<file path="config.mk">
export PLATFORM = sky130hd
export DESIGN_NAME = cascaded_biquad_notch_filter
export DESIGN_NICKNAME = d
export VERILOG_FILES = /design/src/rtl/cbqn_pkg.sv /design/src/rtl/cascaded_biquad_notch_filter.sv
export SDC_FILE = /design/constraint.sdc
export NUM_CORES = 2
export LEC_CHECK = 0
export ABC_AREA = 1
export BUFFER_PORTS_ARGS = -buffer_cell sky130_fd_sc_hd__buf_2
export CAP_MARGIN = 20
export CORE_MARGIN = 3
export CORE_UTILIZATION = 50
export DETAILED_ROUTE_END_ITERATION = 10
export PLACE_DENSITY = 0.66
export SYNTH_ARGS = -nofsm -noshare
export SYNTH_HDL_FRONTEND = slang
export SYNTH_SLANG_ARGS = --single-unit
</file>
<file path="constraint.sdc">
create_clock -name clock -period 11.7 [get_ports clock]
set_input_delay 0.585 -clock clock [delete_from_list [all_inputs] [get_ports clock]]
set_output_delay 0.585 -clock clock [all_outputs]
set_load 0.01 [all_outputs]
</file>
<file path="src/rtl/cbqn_pkg.sv">
package cbqn_pkg;

   localparam int SECTIONS     = 3;
   localparam int SAMPLE_WIDTH = 16;
   localparam int HIST_WIDTH   = SAMPLE_WIDTH + 8;
   localparam int COEF_WIDTH   = 18;
   localparam int COEF_FRAC    = 14;
   localparam int CFG_SECTIONS = 3;
   localparam int CSR_IDX_W    = 3;

   localparam int PROD_WIDTH   = COEF_WIDTH + HIST_WIDTH;
   localparam int ACC_WIDTH    = PROD_WIDTH + 3;
   localparam int SHIFT_WIDTH  = ACC_WIDTH + 1 - COEF_FRAC;
   localparam int SEC_W        = (SECTIONS > 1) ? $clog2(SECTIONS) : 1;
   localparam int STEP_W       = 3;

   typedef logic signed [COEF_WIDTH-1:0] coef_type;
   typedef logic signed [HIST_WIDTH-1:0] hist_word_type;

   localparam coef_type COEF_ONE = COEF_WIDTH'(2 ** COEF_FRAC);
   localparam logic signed [ACC_WIDTH:0] ROUND_HALF = (ACC_WIDTH + 1)'(2 ** (COEF_FRAC - 1));

   localparam coef_type RESET_MID [CFG_SECTIONS] =
      '{COEF_WIDTH'(-29196), COEF_WIDTH'(-23170), COEF_WIDTH'(-14876)};
   localparam coef_type RESET_POLE [CFG_SECTIONS] =
      '{COEF_WIDTH'(-27736), COEF_WIDTH'(-22012), COEF_WIDTH'(-14133)};
   localparam coef_type RESET_RADIUS = COEF_WIDTH'(14787);

   typedef enum logic [CSR_IDX_W-1:0] {
      CSR_S1_MID    = 3'd0,
      CSR_S1_POLE   = 3'd1,
      CSR_S2_MID    = 3'd2,
      CSR_S2_POLE   = 3'd3,
      CSR_S3_MID    = 3'd4,
      CSR_S3_POLE   = 3'd5,
      CSR_RADIUS    = 3'd6
   } csr_index_type;

   typedef enum logic {
      SEQ_IDLE,
      SEQ_RUN
   } seq_state_type;

   typedef enum logic [1:0] {
      COEF_SEL_ONE,
      COEF_SEL_MID,
      COEF_SEL_POLE,
      COEF_SEL_RADIUS
   } coef_sel_type;

   typedef enum logic [2:0] {
      OPND_X,
      OPND_X0,
      OPND_X1,
      OPND_Y0,
      OPND_Y1
   } opnd_sel_type;

   typedef enum logic [1:0] {
      ACC_HOLD,
      ACC_LOAD,
      ACC_ADD
   } acc_op_type;

   typedef enum logic [1:0] {
      BR_NEXT,
      BR_SECTION,
      BR_DONE
   } branch_type;

   typedef struct packed {
      coef_sel_type coef_sel;
      opnd_sel_type opnd_sel;
      logic         neg;
      acc_op_type   acc_op;
      branch_type   branch;
   } ctrl_word_type;

   typedef struct packed {
      hist_word_type x0;
      hist_word_type x1;
      hist_word_type y0;
      hist_word_type y1;
   } hist_type;

   // Microprogram for one section: five products through the shared multiplier,
   // a drain step for the product register, write back, and the final output step.
   function automatic ctrl_word_type prog_word(input logic [STEP_W-1:0] step);
      ctrl_word_type cw;
      cw = '{COEF_SEL_ONE, OPND_X, 1'b0, ACC_HOLD, BR_NEXT};
      case (step)
         3'd0: cw = '{COEF_SEL_ONE,    OPND_X,  1'b0, ACC_HOLD, BR_NEXT};
         3'd1: cw = '{COEF_SEL_MID,    OPND_X0, 1'b0, ACC_LOAD, BR_NEXT};
         3'd2: cw = '{COEF_SEL_ONE,    OPND_X1, 1'b0, ACC_ADD,  BR_NEXT};
         3'd3: cw = '{COEF_SEL_POLE,   OPND_Y0, 1'b1, ACC_ADD,  BR_NEXT};
         3'd4: cw = '{COEF_SEL_RADIUS, OPND_Y1, 1'b1, ACC_ADD,  BR_NEXT};
         3'd5: cw = '{COEF_SEL_ONE,    OPND_X,  1'b0, ACC_ADD,  BR_NEXT};
         3'd6: cw = '{COEF_SEL_ONE,    OPND_X,  1'b0, ACC_HOLD, BR_SECTION};
         3'd7: cw = '{COEF_SEL_ONE,    OPND_X,  1'b0, ACC_HOLD, BR_DONE};
         default: cw = '{COEF_SEL_ONE, OPND_X,  1'b0, ACC_HOLD, BR_DONE};
      endcase
      return cw;
   endfunction

endpackage

</file>
<file path="src/rtl/cascaded_biquad_notch_filter.sv">
// Three cascaded direct-form-I biquad notch sections on signed Q1.15 samples,
// y = x + b1*x1 + x2 - a1*y1 - a2*y2 per section, each section output rounded
// and saturated to 24 bits, final output saturated to 16 bits. Coefficients
// are Q4.14 registers written through the csr_ port (index 0..6, others ignored);
// write them only while no item is in flight. A single multiplier is driven by a
// small microprogram, seven steps per section plus one output step. A new item is
// accepted only while the sequencer is idle, not while one is in flight. A finished
// result waits in an output register, so the next item can already be accepted; only
// a second result meeting a still-held first one stalls the sequencer.
module cascaded_biquad_notch_filter
   import cbqn_pkg::*;
(
   input  logic                           clock,
   input  logic                           reset,
   input  logic                           req_valid,
   output logic                           req_ready,
   input  logic signed [SAMPLE_WIDTH-1:0] req_sample,
   output logic                           rsp_valid,
   input  logic                           rsp_ready,
   output logic signed [SAMPLE_WIDTH-1:0] rsp_filtered,
   input  logic                           csr_valid,
   output logic                           csr_ready,
   input  logic [CSR_IDX_W-1:0]           csr_index,
   input  logic [COEF_WIDTH-1:0]          csr_data
);

   seq_state_type                  state_ff, state_in;
   logic [STEP_W-1:0]              step_ff, step_in;
   logic [SEC_W-1:0]               sec_ff, sec_in;
   hist_word_type                  x_ff, x_in;
   logic signed [PROD_WIDTH-1:0]   prod_ff, prod_in;
   logic                           neg_ff, neg_in;
   logic signed [ACC_WIDTH-1:0]    acc_ff, acc_in;
   hist_type                       hist_ff [SECTIONS];
   hist_type                       hist_in [SECTIONS];
   logic                           rsp_valid_ff, rsp_valid_in;
   logic signed [SAMPLE_WIDTH-1:0] rsp_filtered_ff, rsp_filtered_in;

   coef_type                       mid_ff [CFG_SECTIONS];
   coef_type                       pole_ff [CFG_SECTIONS];
   coef_type                       radius_ff;

   ctrl_word_type                  cw;
   coef_type                       mid_tap;
   coef_type                       pole_tap;
   coef_type                       coef_val;
   hist_word_type                  opnd_val;
   logic signed [ACC_WIDTH-1:0]    prod_ext;
   logic signed [ACC_WIDTH:0]      rounded;
   logic signed [SHIFT_WIDTH-1:0]  shifted;
   hist_word_type                  sec_out;
   logic signed [SAMPLE_WIDTH-1:0] final_out;
   hist_type                       head_new;

   assign cw = prog_word(step_ff);
   assign csr_ready = 1'b1;
   assign rsp_valid = rsp_valid_ff;
   assign rsp_filtered = rsp_filtered_ff;

   // Coefficients of the active section; sections past the configured ones use zero.
   always_comb begin
      mid_tap  = '0;
      pole_tap = '0;
      for (int i = 0; i < CFG_SECTIONS; i++) begin
         if (int'(sec_ff) == i) begin
            mid_tap  = mid_ff[i];
            pole_tap = pole_ff[i];
         end
      end
   end

   always_comb begin
      case (cw.coef_sel)
         COEF_SEL_ONE:    coef_val = COEF_ONE;
         COEF_SEL_MID:    coef_val = mid_tap;
         COEF_SEL_POLE:   coef_val = pole_tap;
         COEF_SEL_RADIUS: coef_val = radius_ff;
         default:         coef_val = COEF_ONE;
      endcase
      case (cw.opnd_sel)
         OPND_X:  opnd_val = x_ff;
         OPND_X0: opnd_val = hist_ff[0].x0;
         OPND_X1: opnd_val = hist_ff[0].x1;
         OPND_Y0: opnd_val = hist_ff[0].y0;
         OPND_Y1: opnd_val = hist_ff[0].y1;
         default: opnd_val = x_ff;
      endcase
   end

   assign prod_in  = coef_val * opnd_val;
   assign neg_in   = cw.neg;
   assign prod_ext = ACC_WIDTH'(prod_ff);

   // Round half up, then saturate to the history width.
   assign rounded = (ACC_WIDTH + 1)'(acc_ff) + ROUND_HALF;
   assign shifted = rounded[ACC_WIDTH:COEF_FRAC];

   always_comb begin
      if ((&shifted[SHIFT_WIDTH-1:HIST_WIDTH-1]) || !(|shifted[SHIFT_WIDTH-1:HIST_WIDTH-1])) begin
         sec_out = shifted[HIST_WIDTH-1:0];
      end else begin
         sec_out = {shifted[SHIFT_WIDTH-1], {(HIST_WIDTH-1){~shifted[SHIFT_WIDTH-1]}}};
      end
      if ((&x_ff[HIST_WIDTH-1:SAMPLE_WIDTH-1]) || !(|x_ff[HIST_WIDTH-1:SAMPLE_WIDTH-1])) begin
         final_out = x_ff[SAMPLE_WIDTH-1:0];
      end else begin
         final_out = {x_ff[HIST_WIDTH-1], {(SAMPLE_WIDTH-1){~x_ff[HIST_WIDTH-1]}}};
      end
   end

   assign head_new = '{x0: x_ff, x1: hist_ff[0].x0, y0: sec_out, y1: hist_ff[0].y0};

   always_comb begin
      state_in        = state_ff;
      step_in         = step_ff;
      sec_in          = sec_ff;
      x_in            = x_ff;
      acc_in          = acc_ff;
      hist_in         = hist_ff;
      rsp_valid_in    = rsp_valid_ff && !rsp_ready;
      rsp_filtered_in = rsp_filtered_ff;
      req_ready       = (state_ff == SEQ_IDLE);

      case (state_ff)
         SEQ_IDLE: begin
            if (req_valid) begin
               x_in     = HIST_WIDTH'(req_sample);
               step_in  = '0;
               sec_in   = '0;
               state_in = SEQ_RUN;
            end
         end
         SEQ_RUN: begin
            case (cw.acc_op)
               ACC_LOAD: acc_in = prod_ext;
               ACC_ADD:  acc_in = neg_ff ? (acc_ff - prod_ext) : (acc_ff + prod_ext);
               default:  acc_in = acc_ff;
            endcase
            case (cw.branch)
               BR_NEXT: begin
                  step_in = step_ff + 1'b1;
               end
               BR_SECTION: begin
                  // rotate so the next section's history sits at the head
                  for (int i = 0; i < SECTIONS - 1; i++) begin
                     hist_in[i] = hist_ff[i+1];
                  end
                  hist_in[SECTIONS-1] = head_new;
                  x_in = sec_out;
                  if (int'(sec_ff) == SECTIONS - 1) begin
                     sec_in  = '0;
                     step_in = step_ff + 1'b1;
                  end else begin
                     sec_in  = sec_ff + 1'b1;
                     step_in = '0;
                  end
               end
               BR_DONE: begin
                  // hold until the output register is free
                  if (!rsp_valid_ff || rsp_ready) begin
                     rsp_valid_in    = 1'b1;
                     rsp_filtered_in = final_out;
                     state_in        = SEQ_IDLE;
                  end
               end
               default: begin
                  state_in = SEQ_IDLE;
               end
            endcase
         end
         default: begin
            state_in = SEQ_IDLE;
         end
      endcase
   end

   always_ff @(posedge clock) begin
      if (reset) begin
         state_ff     <= SEQ_IDLE;
         step_ff      <= '0;
         sec_ff       <= '0;
         rsp_valid_ff <= 1'b0;
         for (int i = 0; i < SECTIONS; i++) begin
            hist_ff[i] <= '0;
         end
      end else begin
         state_ff     <= state_in;
         step_ff      <= step_in;
         sec_ff       <= sec_in;
         rsp_valid_ff <= rsp_valid_in;
         hist_ff      <= hist_in;
      end
   end

   always_ff @(posedge clock) begin
      x_ff            <= x_in;
      prod_ff         <= prod_in;
      neg_ff          <= neg_in;
      acc_ff          <= acc_in;
      rsp_filtered_ff <= rsp_filtered_in;
   end

   always_ff @(posedge clock) begin
      if (reset) begin
         for (int i = 0; i < CFG_SECTIONS; i++) begin
            mid_ff[i]  <= RESET_MID[i];
            pole_ff[i] <= RESET_POLE[i];
         end
         radius_ff <= RESET_RADIUS;
      end else if (csr_valid) begin
         case (csr_index_type'(csr_index))
            CSR_S1_MID:  mid_ff[0]  <= csr_data;
            CSR_S1_POLE: pole_ff[0] <= csr_data;
            CSR_S2_MID:  mid_ff[1]  <= csr_data;
            CSR_S2_POLE: pole_ff[1] <= csr_data;
            CSR_S3_MID:  mid_ff[2]  <= csr_data;
            CSR_S3_POLE: pole_ff[2] <= csr_data;
            CSR_RADIUS:  radius_ff  <= csr_data;
            default: begin
               // drop writes to unused indexes
            end
         endcase
      end
   end

endmodule
</file>
==> impl_metrics.ini <==
[power]
cellLeakagePower_nw = 21.06
swShare_pct = 46.97
switching_power_mw = 4.514
comb_power_share_pct = 56.3
clkPwrFrac_pct = 19.4
power_density_nw_per_um2 = 212.9
seq_power_share_pct = 24.4
peakVddDrop_mv = 0.1337
p_int_mw = 5.095

[die]
fp.coreArea_um2 = 82640
ios = 61
start_util_pct = 50.77
die_area_um2 = 87420
chipWidth_um = 295.7
num_rows = 105
die_y_um = 295.7

[critical_path]
crit_type = reg2reg
cp_common_cell = fa_1
r2r_slack_ns = 3.57
crit_fanout = 25
arrival_ns = 8.65
end_kind = register
critical_path.max_stage_delay_ns = 0.62
r2r_cells = 28
r2r-start = cw[6]$_SDFF_PP0_
cp.required_ns = 12.22
critical-path-slowest-cell = clkinv_1
startpoint_type = register
r2r-end = prod_ff[26]$_DFF_P_

[global_routing]
grt_use_met1_pct = 41.59
use_met3_pct = 5.212
track_usage_pct = 29.23
grtUsageMet2_pct = 45.39
grt_pass1_wl_um = 197700
grt-busiest-layer = met2
grt_pass1_vias = 34390
antenna_found_initial = 4
overflow = 0
grt_max_degree = 285

[worst_hold_path]
hold_end = radius_ff[9]$_SDFFE_PP0P_
min_from = csr_data[9]
hp-class = in2reg
hold_depth = 3

[synth]
synth_fp_nets = 5937
synth.distinct_cells = 53
ys_warn_count = 0
synth.avg_cell_area_um2 = 7.894
ys_seq_elements = 558
synth_edf_count = 193
async_reset_ff_share_pct = 0
syn_area_um2 = 41960
netlist_instances = 5315
synth-main-ff-cell = dfxtp_1
seq_area_frac_synth_pct = 31.23

[final_layout]
stdcell_area_um2 = 45130
layout-drive-gt1-share_pct = 5.429
syn2layout_area_growth_pct = 7.563
nets = 5897

[clocking]
root_buffer = clkbuf_16
hold_buffers = 0
post-cts-setup-buffers = 0
numCtsBuffers = 58
cts_buffer_depth = 3
htreeDepth = 2
clock_latency_ns = 0.65
cts_tree = yes
cts_sinks = 558
cts.clk_slew.worst_paths_ns = 0.07
cts_resized = 0

[sta]
finalSetupViolations = 0
finalCritPeriodShare_pct = 69.50
skew_ns = 0.04419
rsz0062_at_grt = false
worst_slew_pin_slew_ns = 1.335
drv_slew = 0
max_freq_ghz = 0.1230
period_needed_ns = 8.132
relSlewSlack_pct = 11.03
hold-worst-slack_ns = 0.2219
hold_violations = 0
setup_tns_ns = 0

[place]
placed_area_um2 = 43140
place_hpwl_um = 96350
port_buffers = 59
place.gp.congestion = 0.9742

[outcome]
status = finished, final reports clean

[detailed_routing]
vias = 34830
drt_iter0_drc = 3314
ant_nets = 0
drc_errors = 0
totalWireLength_um = 126200
avgRoutedWirePerCell_um = 19.74
drt-vias-per-instance = 5.448
firstDrtPassIters = 5

[flow_run]
drv_cap = 0
[Yosys cell counts, types with 4 or more instances]
cell type	instances	area, um^2
a211o_1	6	52.55
a211oi_1	5	37.54
a21boi_0	11	82.58
a21o_1	8	60.06
a21oi_1	239	1196
a221oi_1	5	43.79
a31oi_1	10	62.56
buf_1	4	15.01
buf_2	58	290.3
buf_4	4	30.03
clkbuf_1	144	540.5
clkinv_1	7	26.28
dfxtp_1	365	7307
edfxtp_1	193	5796
fa_1	426	8528
ha_1	154	1927
inv_1	947	3555
inv_2	7	26.28
nand2_1	992	3724
nand2_2	25	156.4
nand3_1	172	860.8
nand3b_1	6	45.04
nand4_1	26	162.7
nor2_1	745	2796
nor2_2	13	81.33
nor3_1	30	150.1
nor4_1	13	81.33
o211ai_1	23	172.7
o21a_1	25	187.7
o21ai_0	422	2112
o21ai_1	16	80.08
o21ai_2	13	113.9
o21bai_1	17	127.6
o22ai_1	25	156.4
or2_2	5	31.28
xnor2_1	45	394.1
xor2_1	80	700.7
[state kept, by name, indices dropped and copies added (netlist names), 16 cells and up]
name,cells
pole_ff,54
prod_ff,42
x_ff,24
hist_ff,240
acc_ff,45
head_new,48
rsp_filtered,16
mid_ff,54
radius_ff,18
[cells in the final DEF, fill, tap and decap left out, types with 14 or more instances in the layout]
cell	Yosys	routed
o21a_1	25	25
inv_1	947	946
xnor2_1	45	45
edfxtp_1	193	193
nor3_1	30	30
buf_2	58	59
o211ai_1	23	23
dfxtp_1	365	365
nand2_2	25	25
fa_1	426	426
nand4_1	26	26
nor2_2	13	14
ha_1	154	153
nand2_1	992	992
buf_4	4	50
o21ai_0	422	420
clkbuf_16	0	60
o21ai_1	16	14
nor2_1	745	742
o22ai_1	25	25
xor2_1	80	80
a21oi_1	239	239
o21bai_1	17	17
nand3_1	172	172
o21ai_2	13	17
[how the worst max path moves through the flow]
stage / start / end / cells after the start
2_1_floorplan: sec_ff[0]$_SDFFE_PP0P_ / prod_ff[38]$_DFF_P_ / 28
3_3_place_gp: cw[6]$_SDFF_PP0_ / prod_ff[41]$_DFF_P_ / 27
3_5_place_dp: cw[6]$_SDFF_PP0_ / prod_ff[26]$_DFF_P_ / 30
4_1_cts: cw[6]$_SDFF_PP0_ / prod_ff[26]$_DFF_P_ / 30
5_1_grt: cw[6]$_SDFF_PP0_ / prod_ff[40]$_DFF_P_ / 26
6_report: cw[6]$_SDFF_PP0_ / prod_ff[26]$_DFF_P_ / 28
[final cells by class]
| class | count | area (um^2) |
|---|---|---|
| clock buffers | 78 | 1629 |
| fillers | 7779 | 37510 |
| inverters | 961 | 3622 |
| multi-input cells | 3584 | 24400 |
| flip-flops and latches | 558 | 13100 |
| repair buffers | 112 | 745.7 |
| well taps | 1070 | 1339 |
| diodes | 1 | 2.502 |
| clock inverters | 30 | 291.5 |
[through the flow]
| stage | instances | total power, mW | setup WS, ns | util (%) |
|---|---|---|---|---|
| final | 6394 | 9.609 | 3.568 | 54.61 |
| after global routing | 6393 | 10.39 | 3.152 | 54.61 |
| after CTS | 6390 | 9.581 | 3.671 | 54.53 |
| after detailed placement | 6282 | 7.695 | 3.700 | 52.21 |
| after global placement | 6282 | 7.672 | 3.701 | 52.21 |
| after floorplan | 5315 | 6.058 | 5.239 | - |
[routing by layer]
| layer | part of all wire [%] | routed length, um |
|---|---|---|
| met1 | 44 | 55740 |
| met2 | 44 | 55200 |
| met3 | 8.5 | 10710 |
| met4 | 3.6 | 4539 |
| met5 | 0.021 | 27 |
[power groups by stage]
stage                     combinational (mW)  sequential [mW]  clock, mW
after CTS                               5.35             2.34       1.89
after global routing                    6.08             2.35       1.97
after detailed placement                5.32             2.38          0
final                                   5.41             2.34       1.86
after floorplan                         3.75             2.31          0
after global placement                  5.29             2.38          0
[kinds of logic (layout without fill, tap and decap cells)]
family | Yosys count | count (layout) | synth area share [%]
and+or+nand+nor | 2035 | 2035 | 19.42
AOI/OAI and AO/OA | 843 | 843 | 11.08
DFF | 558 | 558 | 31.23
adders and majority gates | 580 | 580 | 24.92
xor gates and xnor gates | 125 | 125 | 2.609
other | 1 | 2 | 0.008938
buffers and inverters | 1173 | 1181 | 10.74
[worst max-delay path: cells and delay by family, from the launching register on]
family	cells	cell delay (ns)
AOI/OAI and AO/OA	2	0.72
adders and majority gates	7	3.20
buffers and inverters	8	1.65
DFF	1	0.41
and+or+nand+nor	11	2.01
(Power assumes the default switching activity.)
